--- config.mk ---
export PLATFORM = sky130hd
export DESIGN_NAME = sorted_unique_key_table_unit_flat
export DESIGN_NICKNAME = d
export VERILOG_FILES = /design/src/rtl/core/sukt_pkg.sv /design/src/rtl/core/sukt_ifs.sv /design/src/rtl/core/sukt_engine.sv /design/src/rtl/core/sorted_unique_key_table_unit.sv /design/src/flat_wrapper.sv
export VERILOG_INCLUDE_DIRS = /design/src /design/src/rtl/core
export SDC_FILE = /design/constraint.sdc
export NUM_CORES = 1
export LEC_CHECK = 0
export ABC_CLOCK_PERIOD_IN_PS = 6100
export BUFFER_PORTS_ARGS = -buffer_cell sky130_fd_sc_hd__buf_2
export CORE_MARGIN = 4
export CORE_UTILIZATION = 56
export CTS_CLUSTER_SIZE = 12
export DETAILED_ROUTE_END_ITERATION = 8
export PLACE_DENSITY = 0.73
export SYNTH_ARGS = -nofsm -noshare
export SYNTH_HDL_FRONTEND = slang
export SYNTH_SLANG_ARGS = --single-unit
--- constraint.sdc ---
create_clock -name clk -period 6.1 [get_ports clk]
set_clock_uncertainty 0.15 [all_clocks]
set_input_delay 1.22 -clock clk [delete_from_list [all_inputs] [get_ports clk]]
set_output_delay 1.22 -clock clk [all_outputs]
set_load 0.03 [all_outputs]
--- src/rtl/core/sorted_unique_key_table_unit_assert.svh ---
// Assertion macros used by the table engine RTL.
`ifndef SORTED_UNIQUE_KEY_TABLE_UNIT_ASSERT_SVH
`define SORTED_UNIQUE_KEY_TABLE_UNIT_ASSERT_SVH

// Same-cycle implication, sampled on clk and switched off during rst.
`define SUKT_ASSERT_NOW(lbl, ante, cons) \
  lbl: assert property (@(posedge clk) disable iff (rst) (ante) |-> (cons)) \
    else $error("sukt check failed");

// Next-cycle implication, sampled on clk and switched off during rst.
`define SUKT_ASSERT_NEXT(lbl, ante, cons) \
  lbl: assert property (@(posedge clk) disable iff (rst) (ante) |=> (cons)) \
    else $error("sukt check failed");

`endif

--- src/rtl/core/sukt_pkg.sv ---
`default_nettype none
package sukt_pkg;

  localparam int CAPACITY = 16;
  localparam int ADDR_W   = (CAPACITY > 1) ? $clog2(CAPACITY) : 1;
  localparam int CNT_W    = 7;
  localparam int KEY_W    = 32;

  localparam logic [1:0] CMD_INSERT = 2'd0;
  localparam logic [1:0] CMD_REMOVE = 2'd1;
  localparam logic [1:0] CMD_SEARCH = 2'd2;
  localparam logic [1:0] CMD_LIST   = 2'd3;

  localparam logic [1:0] ST_DONE   = 2'd0;
  localparam logic [1:0] ST_DUP    = 2'd1;
  localparam logic [1:0] ST_ABSENT = 2'd2;
  localparam logic [1:0] ST_FULL   = 2'd3;

  typedef struct packed {
    logic signed [KEY_W-1:0] out_key;
    logic                    found;
    logic [1:0]              status;
    logic                    last;
    logic [CNT_W-1:0]        count;
  } res_t;

endpackage
`default_nettype wire

--- src/rtl/core/sukt_ifs.sv ---
`default_nettype none
interface sukt_cmd_if;
  logic                              valid;
  logic                              ready;
  logic [1:0]                        cmd;
  logic signed [sukt_pkg::KEY_W-1:0] key;

  modport source (output valid, output cmd, output key, input ready);
  modport sink (input valid, input cmd, input key, output ready);
endinterface

interface sukt_res_if;
  logic                              valid;
  logic                              ready;
  logic signed [sukt_pkg::KEY_W-1:0] out_key;
  logic                              found;
  logic [1:0]                        status;
  logic                              last;
  logic [sukt_pkg::CNT_W-1:0]        count;

  modport source (output valid, output out_key, output found, output status,
                  output last, output count, input ready);
  modport sink (input valid, input out_key, input found, input status,
                input last, input count, output ready);
endinterface
`default_nettype wire

--- src/rtl/core/sukt_engine.sv ---
`default_nettype none
`include "sorted_unique_key_table_unit_assert.svh"
module sukt_engine (
  input  wire logic       clk,
  input  wire logic       rst,
  sukt_cmd_if.sink        cmd_ch,
  input  wire logic       res_free,
  output logic            res_valid,
  output sukt_pkg::res_t  res
);

  localparam logic [2:0] S_IDLE = 3'd0;
  localparam logic [2:0] S_SCAN = 3'd1;
  localparam logic [2:0] S_SHUP = 3'd2;
  localparam logic [2:0] S_SHDN = 3'd3;
  localparam logic [2:0] S_LIST = 3'd4;
  localparam logic [2:0] S_RESP = 3'd5;

  localparam logic [sukt_pkg::CNT_W-1:0] CAP_C = sukt_pkg::CNT_W'(sukt_pkg::CAPACITY);
  localparam logic [sukt_pkg::CNT_W-1:0] ONE_C = sukt_pkg::CNT_W'(1);

  logic signed [sukt_pkg::KEY_W-1:0] mem [sukt_pkg::CAPACITY];
  logic signed [sukt_pkg::KEY_W-1:0] rdata;

  logic [2:0]                        state;
  logic [1:0]                        cmd_r;
  logic signed [sukt_pkg::KEY_W-1:0] key_r;
  logic [sukt_pkg::CNT_W-1:0]        count;
  logic [sukt_pkg::CNT_W-1:0]        j;
  logic [sukt_pkg::CNT_W-1:0]        pos;
  logic                              rvalid;
  logic                              wpend;
  logic [sukt_pkg::ADDR_W-1:0]       waddr;
  logic                              found_r;
  logic [1:0]                        status_r;

  logic                              rd_en;
  logic [sukt_pkg::ADDR_W-1:0]       raddr;
  logic                              we;
  logic [sukt_pkg::ADDR_W-1:0]       wa;
  logic signed [sukt_pkg::KEY_W-1:0] wd;
  logic [sukt_pkg::CNT_W-1:0]        j_dec;
  logic                              hit;
  logic                              present;
  logic [sukt_pkg::CNT_W-1:0]        pos_f;
  logic                              advance;

  assign cmd_ch.ready = (state == S_IDLE);

  // The comparators of the block: stored key against the command key (>= and ==).
  assign j_dec   = j - ONE_C;
  assign hit     = rvalid && (rdata >= key_r);
  assign present = hit && (rdata == key_r);
  assign pos_f   = hit ? j_dec : count;
  assign advance = !rvalid || res_free;

  always_comb begin
    rd_en = 1'b0;
    raddr = j[sukt_pkg::ADDR_W-1:0];
    we    = 1'b0;
    wa    = waddr;
    wd    = rdata;
    unique case (state)
      S_SCAN: rd_en = (j < count);
      S_SHUP: begin
        rd_en = (j > pos);
        raddr = j_dec[sukt_pkg::ADDR_W-1:0];
        if (wpend) begin
          we = 1'b1;
        end else if (j == pos) begin
          we = 1'b1;
          wa = pos[sukt_pkg::ADDR_W-1:0];
          wd = key_r;
        end
      end
      S_SHDN: begin
        rd_en = (j < count);
        we    = wpend;
      end
      S_LIST: rd_en = advance && (j < count);
      default: rd_en = 1'b0;
    endcase
  end

  always_ff @(posedge clk) begin
    if (rd_en) begin
      rdata <= mem[raddr];
    end
    if (we) begin
      mem[wa] <= wd;
    end
  end

  always_comb begin
    res_valid   = 1'b0;
    res.out_key = key_r;
    res.found   = found_r;
    res.status  = status_r;
    res.last    = 1'b1;
    res.count   = count;
    if (state == S_RESP) begin
      res_valid = res_free;
    end else if (state == S_LIST) begin
      res_valid   = rvalid && res_free;
      res.out_key = rdata;
      res.found   = 1'b0;
      res.status  = sukt_pkg::ST_DONE;
      res.last    = (j == count);
    end
  end

  always_ff @(posedge clk) begin
    if (rst) begin
      state  <= S_IDLE;
      count  <= '0;
      rvalid <= 1'b0;
      wpend  <= 1'b0;
    end else begin
      unique case (state)
        S_IDLE: begin
          if (cmd_ch.valid) begin
            cmd_r  <= cmd_ch.cmd;
            key_r  <= cmd_ch.key;
            j      <= '0;
            rvalid <= 1'b0;
            if (cmd_ch.cmd != sukt_pkg::CMD_LIST) begin
              state <= S_SCAN;
            end else if (count != '0) begin
              state <= S_LIST;
            end
          end
        end
        S_SCAN: begin
          rvalid <= rd_en;
          if (rd_en) begin
            j <= j + ONE_C;
          end
          if (hit || (j == count)) begin
            rvalid <= 1'b0;
            wpend  <= 1'b0;
            pos    <= pos_f;
            found_r <= present;
            state  <= S_RESP;
            unique case (cmd_r)
              sukt_pkg::CMD_INSERT: begin
                if (present) begin
                  status_r <= sukt_pkg::ST_DUP;
                end else if (count >= CAP_C) begin
                  status_r <= sukt_pkg::ST_FULL;
                end else begin
                  status_r <= sukt_pkg::ST_DONE;
                  j        <= count;
                  state    <= S_SHUP;
                end
              end
              sukt_pkg::CMD_REMOVE: begin
                if (present) begin
                  status_r <= sukt_pkg::ST_DONE;
                  j        <= pos_f + ONE_C;
                  state    <= S_SHDN;
                end else begin
                  status_r <= sukt_pkg::ST_ABSENT;
                end
              end
              default: begin
                status_r <= present ? sukt_pkg::ST_DONE : sukt_pkg::ST_ABSENT;
              end
            endcase
          end
        end
        S_SHUP: begin
          wpend <= (j > pos);
          waddr <= j[sukt_pkg::ADDR_W-1:0];
          if (j > pos) begin
            j <= j_dec;
          end
          if (!wpend && (j == pos)) begin
            count <= count + ONE_C;
            state <= S_RESP;
          end
        end
        S_SHDN: begin
          wpend <= (j < count);
          waddr <= j_dec[sukt_pkg::ADDR_W-1:0];
          if (j < count) begin
            j <= j + ONE_C;
          end
          if (!wpend && (j >= count)) begin
            count <= count - ONE_C;
            state <= S_RESP;
          end
        end
        S_LIST: begin
          if (advance) begin
            rvalid <= rd_en;
            if (rd_en) begin
              j <= j + ONE_C;
            end
          end
          if (rvalid && res_free && (j == count)) begin
            state <= S_IDLE;
          end
        end
        S_RESP: begin
          if (res_free) begin
            state <= S_IDLE;
          end
        end
        default: state <= S_IDLE;
      endcase
    end
  end

  `SUKT_ASSERT_NOW(a_count_cap, 1'b1, count <= CAP_C)
  `SUKT_ASSERT_NOW(a_wpend_shift, wpend, (state == S_SHUP) || (state == S_SHDN))
  `SUKT_ASSERT_NEXT(a_insert_grows, (state == S_SHUP) && !wpend && (j == pos),
                    count == $past(count) + ONE_C)
  `SUKT_ASSERT_NOW(a_result_room, res_valid, res_free)

endmodule
`default_nettype wire

--- src/rtl/core/sorted_unique_key_table_unit.sv ---
// Channel  Role    Payload                                  Transfer
// cmd_ch   sink    cmd (2), key (32, signed)                valid && ready
// res_ch   source  out_key (32, signed), found, status (2), valid && ready
//                  last, count (7)
//
// A command transfer is followed by a scan from the bottom, one stored key per cycle through the
// one read port and key comparison. Insert shifts count - pos keys up and writes its key, remove
// shifts count - pos - 1 keys down. A response state then hands the status on; list gives one
// key per cycle while the output is not stalled, after the registered read. rst is synchronous
// and empties the table. A stalled output holds the sequencer in its response and list states;
// cmd_ch is ready only in idle.
`default_nettype none
module sorted_unique_key_table_unit (
  input  wire logic  clk,
  input  wire logic  rst,
  sukt_cmd_if.sink   cmd_ch,
  sukt_res_if.source res_ch
);

  // Handshake between the sequencer and the output register: a result is
  // handed over only when the register is empty or being emptied this cycle.
  logic           res_free;
  logic           res_valid;
  sukt_pkg::res_t res;

  // The output register itself.
  logic           ovalid;
  sukt_pkg::res_t oreg;

  sukt_engine u_engine (
    .clk       (clk),
    .rst       (rst),
    .cmd_ch    (cmd_ch),
    .res_free  (res_free),
    .res_valid (res_valid),
    .res       (res)
  );

  assign res_free = !ovalid || res_ch.ready;

  // The register refills in the same cycle as a transfer leaves it, so a
  // list can stream one key per cycle while the sink keeps ready high.
  always_ff @(posedge clk) begin
    if (rst) begin
      ovalid <= 1'b0;
    end else if (res_valid) begin
      ovalid <= 1'b1;
    end else if (res_ch.ready) begin
      ovalid <= 1'b0;
    end
  end

  always_ff @(posedge clk) begin
    if (res_valid) begin
      oreg <= res;
    end
  end

  assign res_ch.valid   = ovalid;
  assign res_ch.out_key = oreg.out_key;
  assign res_ch.found   = oreg.found;
  assign res_ch.status  = oreg.status;
  assign res_ch.last    = oreg.last;
  assign res_ch.count   = oreg.count;

endmodule
`default_nettype wire
--- src/flat_wrapper.sv ---
// flat-port wrapper written by rule: the top's interface ports become plain ports
module sorted_unique_key_table_unit_flat 
  (clk, rst, cmd_ch_valid, cmd_ch_cmd, cmd_ch_key, cmd_ch_ready, res_ch_valid, res_ch_out_key, res_ch_found, res_ch_status, res_ch_last, res_ch_count, res_ch_ready);
  sukt_cmd_if cmd_ch_i ();
  sukt_res_if res_ch_i ();
  input  wire logic clk;
  input  wire logic rst;
  input wire logic [$bits(cmd_ch_i.valid)-1:0] cmd_ch_valid;
  input wire logic [$bits(cmd_ch_i.cmd)-1:0] cmd_ch_cmd;
  input wire logic [$bits(cmd_ch_i.key)-1:0] cmd_ch_key;
  output wire logic [$bits(cmd_ch_i.ready)-1:0] cmd_ch_ready;
  output wire logic [$bits(res_ch_i.valid)-1:0] res_ch_valid;
  output wire logic [$bits(res_ch_i.out_key)-1:0] res_ch_out_key;
  output wire logic [$bits(res_ch_i.found)-1:0] res_ch_found;
  output wire logic [$bits(res_ch_i.status)-1:0] res_ch_status;
  output wire logic [$bits(res_ch_i.last)-1:0] res_ch_last;
  output wire logic [$bits(res_ch_i.count)-1:0] res_ch_count;
  input wire logic [$bits(res_ch_i.ready)-1:0] res_ch_ready;
  assign cmd_ch_i.valid = cmd_ch_valid;
  assign cmd_ch_i.cmd = cmd_ch_cmd;
  assign cmd_ch_i.key = cmd_ch_key;
  assign cmd_ch_ready = cmd_ch_i.ready;
  assign res_ch_valid = res_ch_i.valid;
  assign res_ch_out_key = res_ch_i.out_key;
  assign res_ch_found = res_ch_i.found;
  assign res_ch_status = res_ch_i.status;
  assign res_ch_last = res_ch_i.last;
  assign res_ch_count = res_ch_i.count;
  assign res_ch_i.ready = res_ch_ready;
  sorted_unique_key_table_unit u_core (.clk(clk), .rst(rst), .cmd_ch(cmd_ch_i), .res_ch(res_ch_i));
endmodule
==> flow_metrics.tcl <==
set metrics [dict create \
    first_iter_violations 1611 \
    ys_ff_latch 655 \
    worst_r2r_endpoint "u_core.u_engine.mem[15][24]$_DFFE_PP_" \
    whs_path_depth 0 \
    vdd_ir_drop_max_v 0.000192 \
    rsz0062_at_grt "no" \
    worst_slew_pin_slew_ns 1.33 \
    hold_end "u_core.res_ch.count[6]$_DFFE_PP_" \
    slew_violations 0 \
    drive_gt1_share_pct 26.8 \
    power_density_mw_per_mm2 366 \
    clk_pin_slew_ns 0.06 \
    ctsResizeCount 0 \
    setup_viol 0 \
    post-route-min-period_ns 4.65 \
    wl_per_cell_um 26.9 \
    post_cts_buffers 0 \
    startpoint "u_core.u_engine.j[2]$_DFFE_PP_" \
    port_buffers 82 \
    setup_tns_ns 0 \
    synth_cells 1425 \
    ant_nets 0 \
    hold_buffers 0 \
    htreeDepth 3 \
    synth_edf_count 642 \
    yosysWarnings 0 \
    clock_sinks 655 \
    num_antenna_cells 0 \
    crit_type "reg -> reg" \
    hp-class "reg -> reg" \
    synth_cell_types 69 \
    async_reset_ff_share_pct 0 \
    cts_tree "yes" \
    netlist_area_sq_mm 0.0271 \
    hold_start "u_core.u_engine.count[6]$_SDFFE_PP0P_" \
    vias 13800 \
    gp_congestion 0.892 \
    nets 1636 \
    p_leak_nw 9.95 \
    rows 80 \
    clockRootBuffer "clkbuf_16" \
    final_core_util_pct 63.8 \
    ys_seq_area_share_pct 72.1 \
    worstPathMaxFanout 32 \
    crit_path_start_kind "flip-flop" \
    yosysTopAreaCell "edfxtp_1" \
    globalRouteOverflowTotal 0 \
    cts.path.max_buffers 3 \
    ys_top_cells_by_area "edfxtp_1 (71%), mux4_2 (13%), ha_1 (2.6%)" \
    track_usage_pct 22.9 \
    final_common_cell "edfxtp_1" \
    design_area_sq_mm 0.0304 \
    grt_first_pass_wirelength_um 89700 \
    finalCritPeriodShare_pct 76.2 \
    numCtsBuffers 69 \
    clock_latency_ns 0.59 \
    clock.fmax_ghz 0.215 \
    grt_max_degree 99 \
    drc_errors 0 \
    die_area_sq_mm 0.0520 \
    area_delta_synth_final_pct 12.4 \
    die_h_um 228 \
    multi_input_area_sq_mm 0.00726 \
    place_area_sq_mm 0.0284 \
    start_util_pct 56.7 \
    cp.arrival_ns 4.68 \
    first_pass_iters 5 \
    fillCellCount 3204 \
    rrSetupSlack_ns 1.45 \
    register_area_sq_mm 0.0195 \
    synth_ff_type "edfxtp_1" \
    grt_pass1_vias 14200 \
    yosys.area.top_type_share_pct 71.2 \
    ios 83 \
    via_per_inst 6.31 \
    worstReg2RegStart "u_core.u_engine.j[2]$_DFFE_PP_" \
    core-area_sq_mm 0.0477 \
    grt_antenna_before_repair 0 \
    maxSlewHeadroom_pct 11.3 \
    syn_area_per_cell_sq_um 19.0 \
    cap_violations 0 \
    required_ns 6.14 \
    end_kind "flip-flop" \
    final_cell_mix "edfxtp_1 (642), mux4_2 (160), buf_2 (82), nand2_1 (77), clkbuf_16 (72)" \
    wl_um 59000 \
    status "complete, no violations" \
    synth_fp_nets 1520 \
    finalHoldViolations 0 \
    dp_hpwl_um 35100 \
    worst-r2r-cell-count 6 \
    die_w_um 228 \
]
-- critical path: stages, from the launching register on --
cell and delay, ns:
edfxtp_1 0.69, ha_1 0.46, and4_1 0.28, nand2_1 0.11, nor3_4 0.79, a32oi_1 0.58, nor2_4 1.16
-- layer usage --
layer | vias to the layer above | wire length (um) | GRT usage (%) | part of all wire (%)
met5 | - | 0 | 0 | 0
met2 | 552 | 29200 | 37.2 | 49
met4 | 0 | 1620 | 7.06 | 2.7
met3 | 107 | 3860 | 4.19 | 6.5
met1 | 7210 | 24300 | 32.4 | 41
li1 | 5971 | - | - | -
-- layout make-up --
class / count / area share (%)
Tap cell: 615 / 2.53
Sequential cell: 655 / 64.2
Timing Repair Buffer: 105 / 2.00
Multi-Input combinational cell: 653 / 23.8
Clock buffer: 86 / 6.09
Inverter: 57 / 0.703
Clock inverter: 24 / 0.666
-- per-stage QoR --
step / instances / hold WS (ns) / setup WS [ns] / power [mW]
floorplan: 1425 / 0.258 / 0.441 / 6.79
global placement: 2085 / 0.270 / 1.60 / 7.32
detailed placement: 2085 / 0.275 / 1.52 / 7.36
CTS: 2195 / 0.290 / 1.49 / 11.2
global route: 2195 / 0.299 / 1.26 / 11.6
finish: 2195 / 0.289 / 1.45 / 11.2
-- worst max path at each step --
stage               cells after the start                               endpoint
floorplan                               2     u_core.u_engine.cmd_r[0]$_DFFE_PP_
global placement                        6  u_core.u_engine.mem[15][19]$_DFFE_PP_
detailed placement                      7   u_core.u_engine.mem[2][27]$_DFFE_PP_
CTS                                     6  u_core.u_engine.mem[15][14]$_DFFE_PP_
global route                            6  u_core.u_engine.mem[15][14]$_DFFE_PP_
finish                                  6  u_core.u_engine.mem[15][24]$_DFFE_PP_
-- registers in the layout (all words and copies together) (netlist names), 2 cells and up --
register and count:
u_core.u_engine.pos 7, u_core.res_ch.out_key 32, u_core.u_engine.state 3, u_core.u_engine.j 7, u_core.u_engine.key_r 32, u_core.u_engine.waddr 4, u_core.u_engine.count 7, u_core.res_ch.status 2
u_core.u_engine.status_r 2, u_core.u_engine.cmd_r 2, u_core.u_engine.mem 512, u_core.res_ch.count 7, u_core.u_engine.rdata 32
-- power breakdown --
| part | switching, mW | internal (mW) | leakage, nW |
|---|---|---|---|
| Combinational | 1.09 | 0.806 | 3.06 |
| Clock | 1.63 | 2.27 | 0.997 |
| Sequential | 0.106 | 5.25 | 5.90 |
-- kinds of logic (layout without fill, tap and decap cells) --
kind of cell	after synthesis	after routing	synth area share, %
muxes	200	200	14.9
and+or+nand+nor	214	214	3.86
DFF	655	655	72.1
xor gates and xnor gates	31	31	1.00
adders and majority gates	57	57	2.66
AOI/OAI and AO/OA	151	151	3.57
buffers and inverters	117	272	1.88
-- synthesized netlist by cell type (4+ instances only) --
| cell | number |
|---|---|
| edfxtp_1 | 642 |
| a211oi_1 | 6 |
| nand2b_1 | 7 |
| a21oi_1 | 39 |
| nand4_1 | 7 |
| dfxtp_1 | 13 |
| inv_1 | 56 |
| xor2_1 | 15 |
| nor3_1 | 9 |
| nand2_1 | 77 |
| mux2_2 | 31 |
| buf_2 | 16 |
| clkbuf_1 | 31 |
| and2_1 | 5 |
| nor2b_1 | 6 |
| buf_4 | 7 |
| mux4_2 | 160 |
| a31oi_1 | 6 |
| o21a_1 | 4 |
| o21ai_1 | 7 |
| nor2_1 | 59 |
| o211ai_1 | 6 |
| xnor2_1 | 16 |
| a21o_1 | 6 |
| and3_1 | 5 |
| nand3_1 | 12 |
| o21ai_0 | 47 |
| ha_1 | 56 |
| mux2i_1 | 9 |
(Power assumes the default switching activity.)
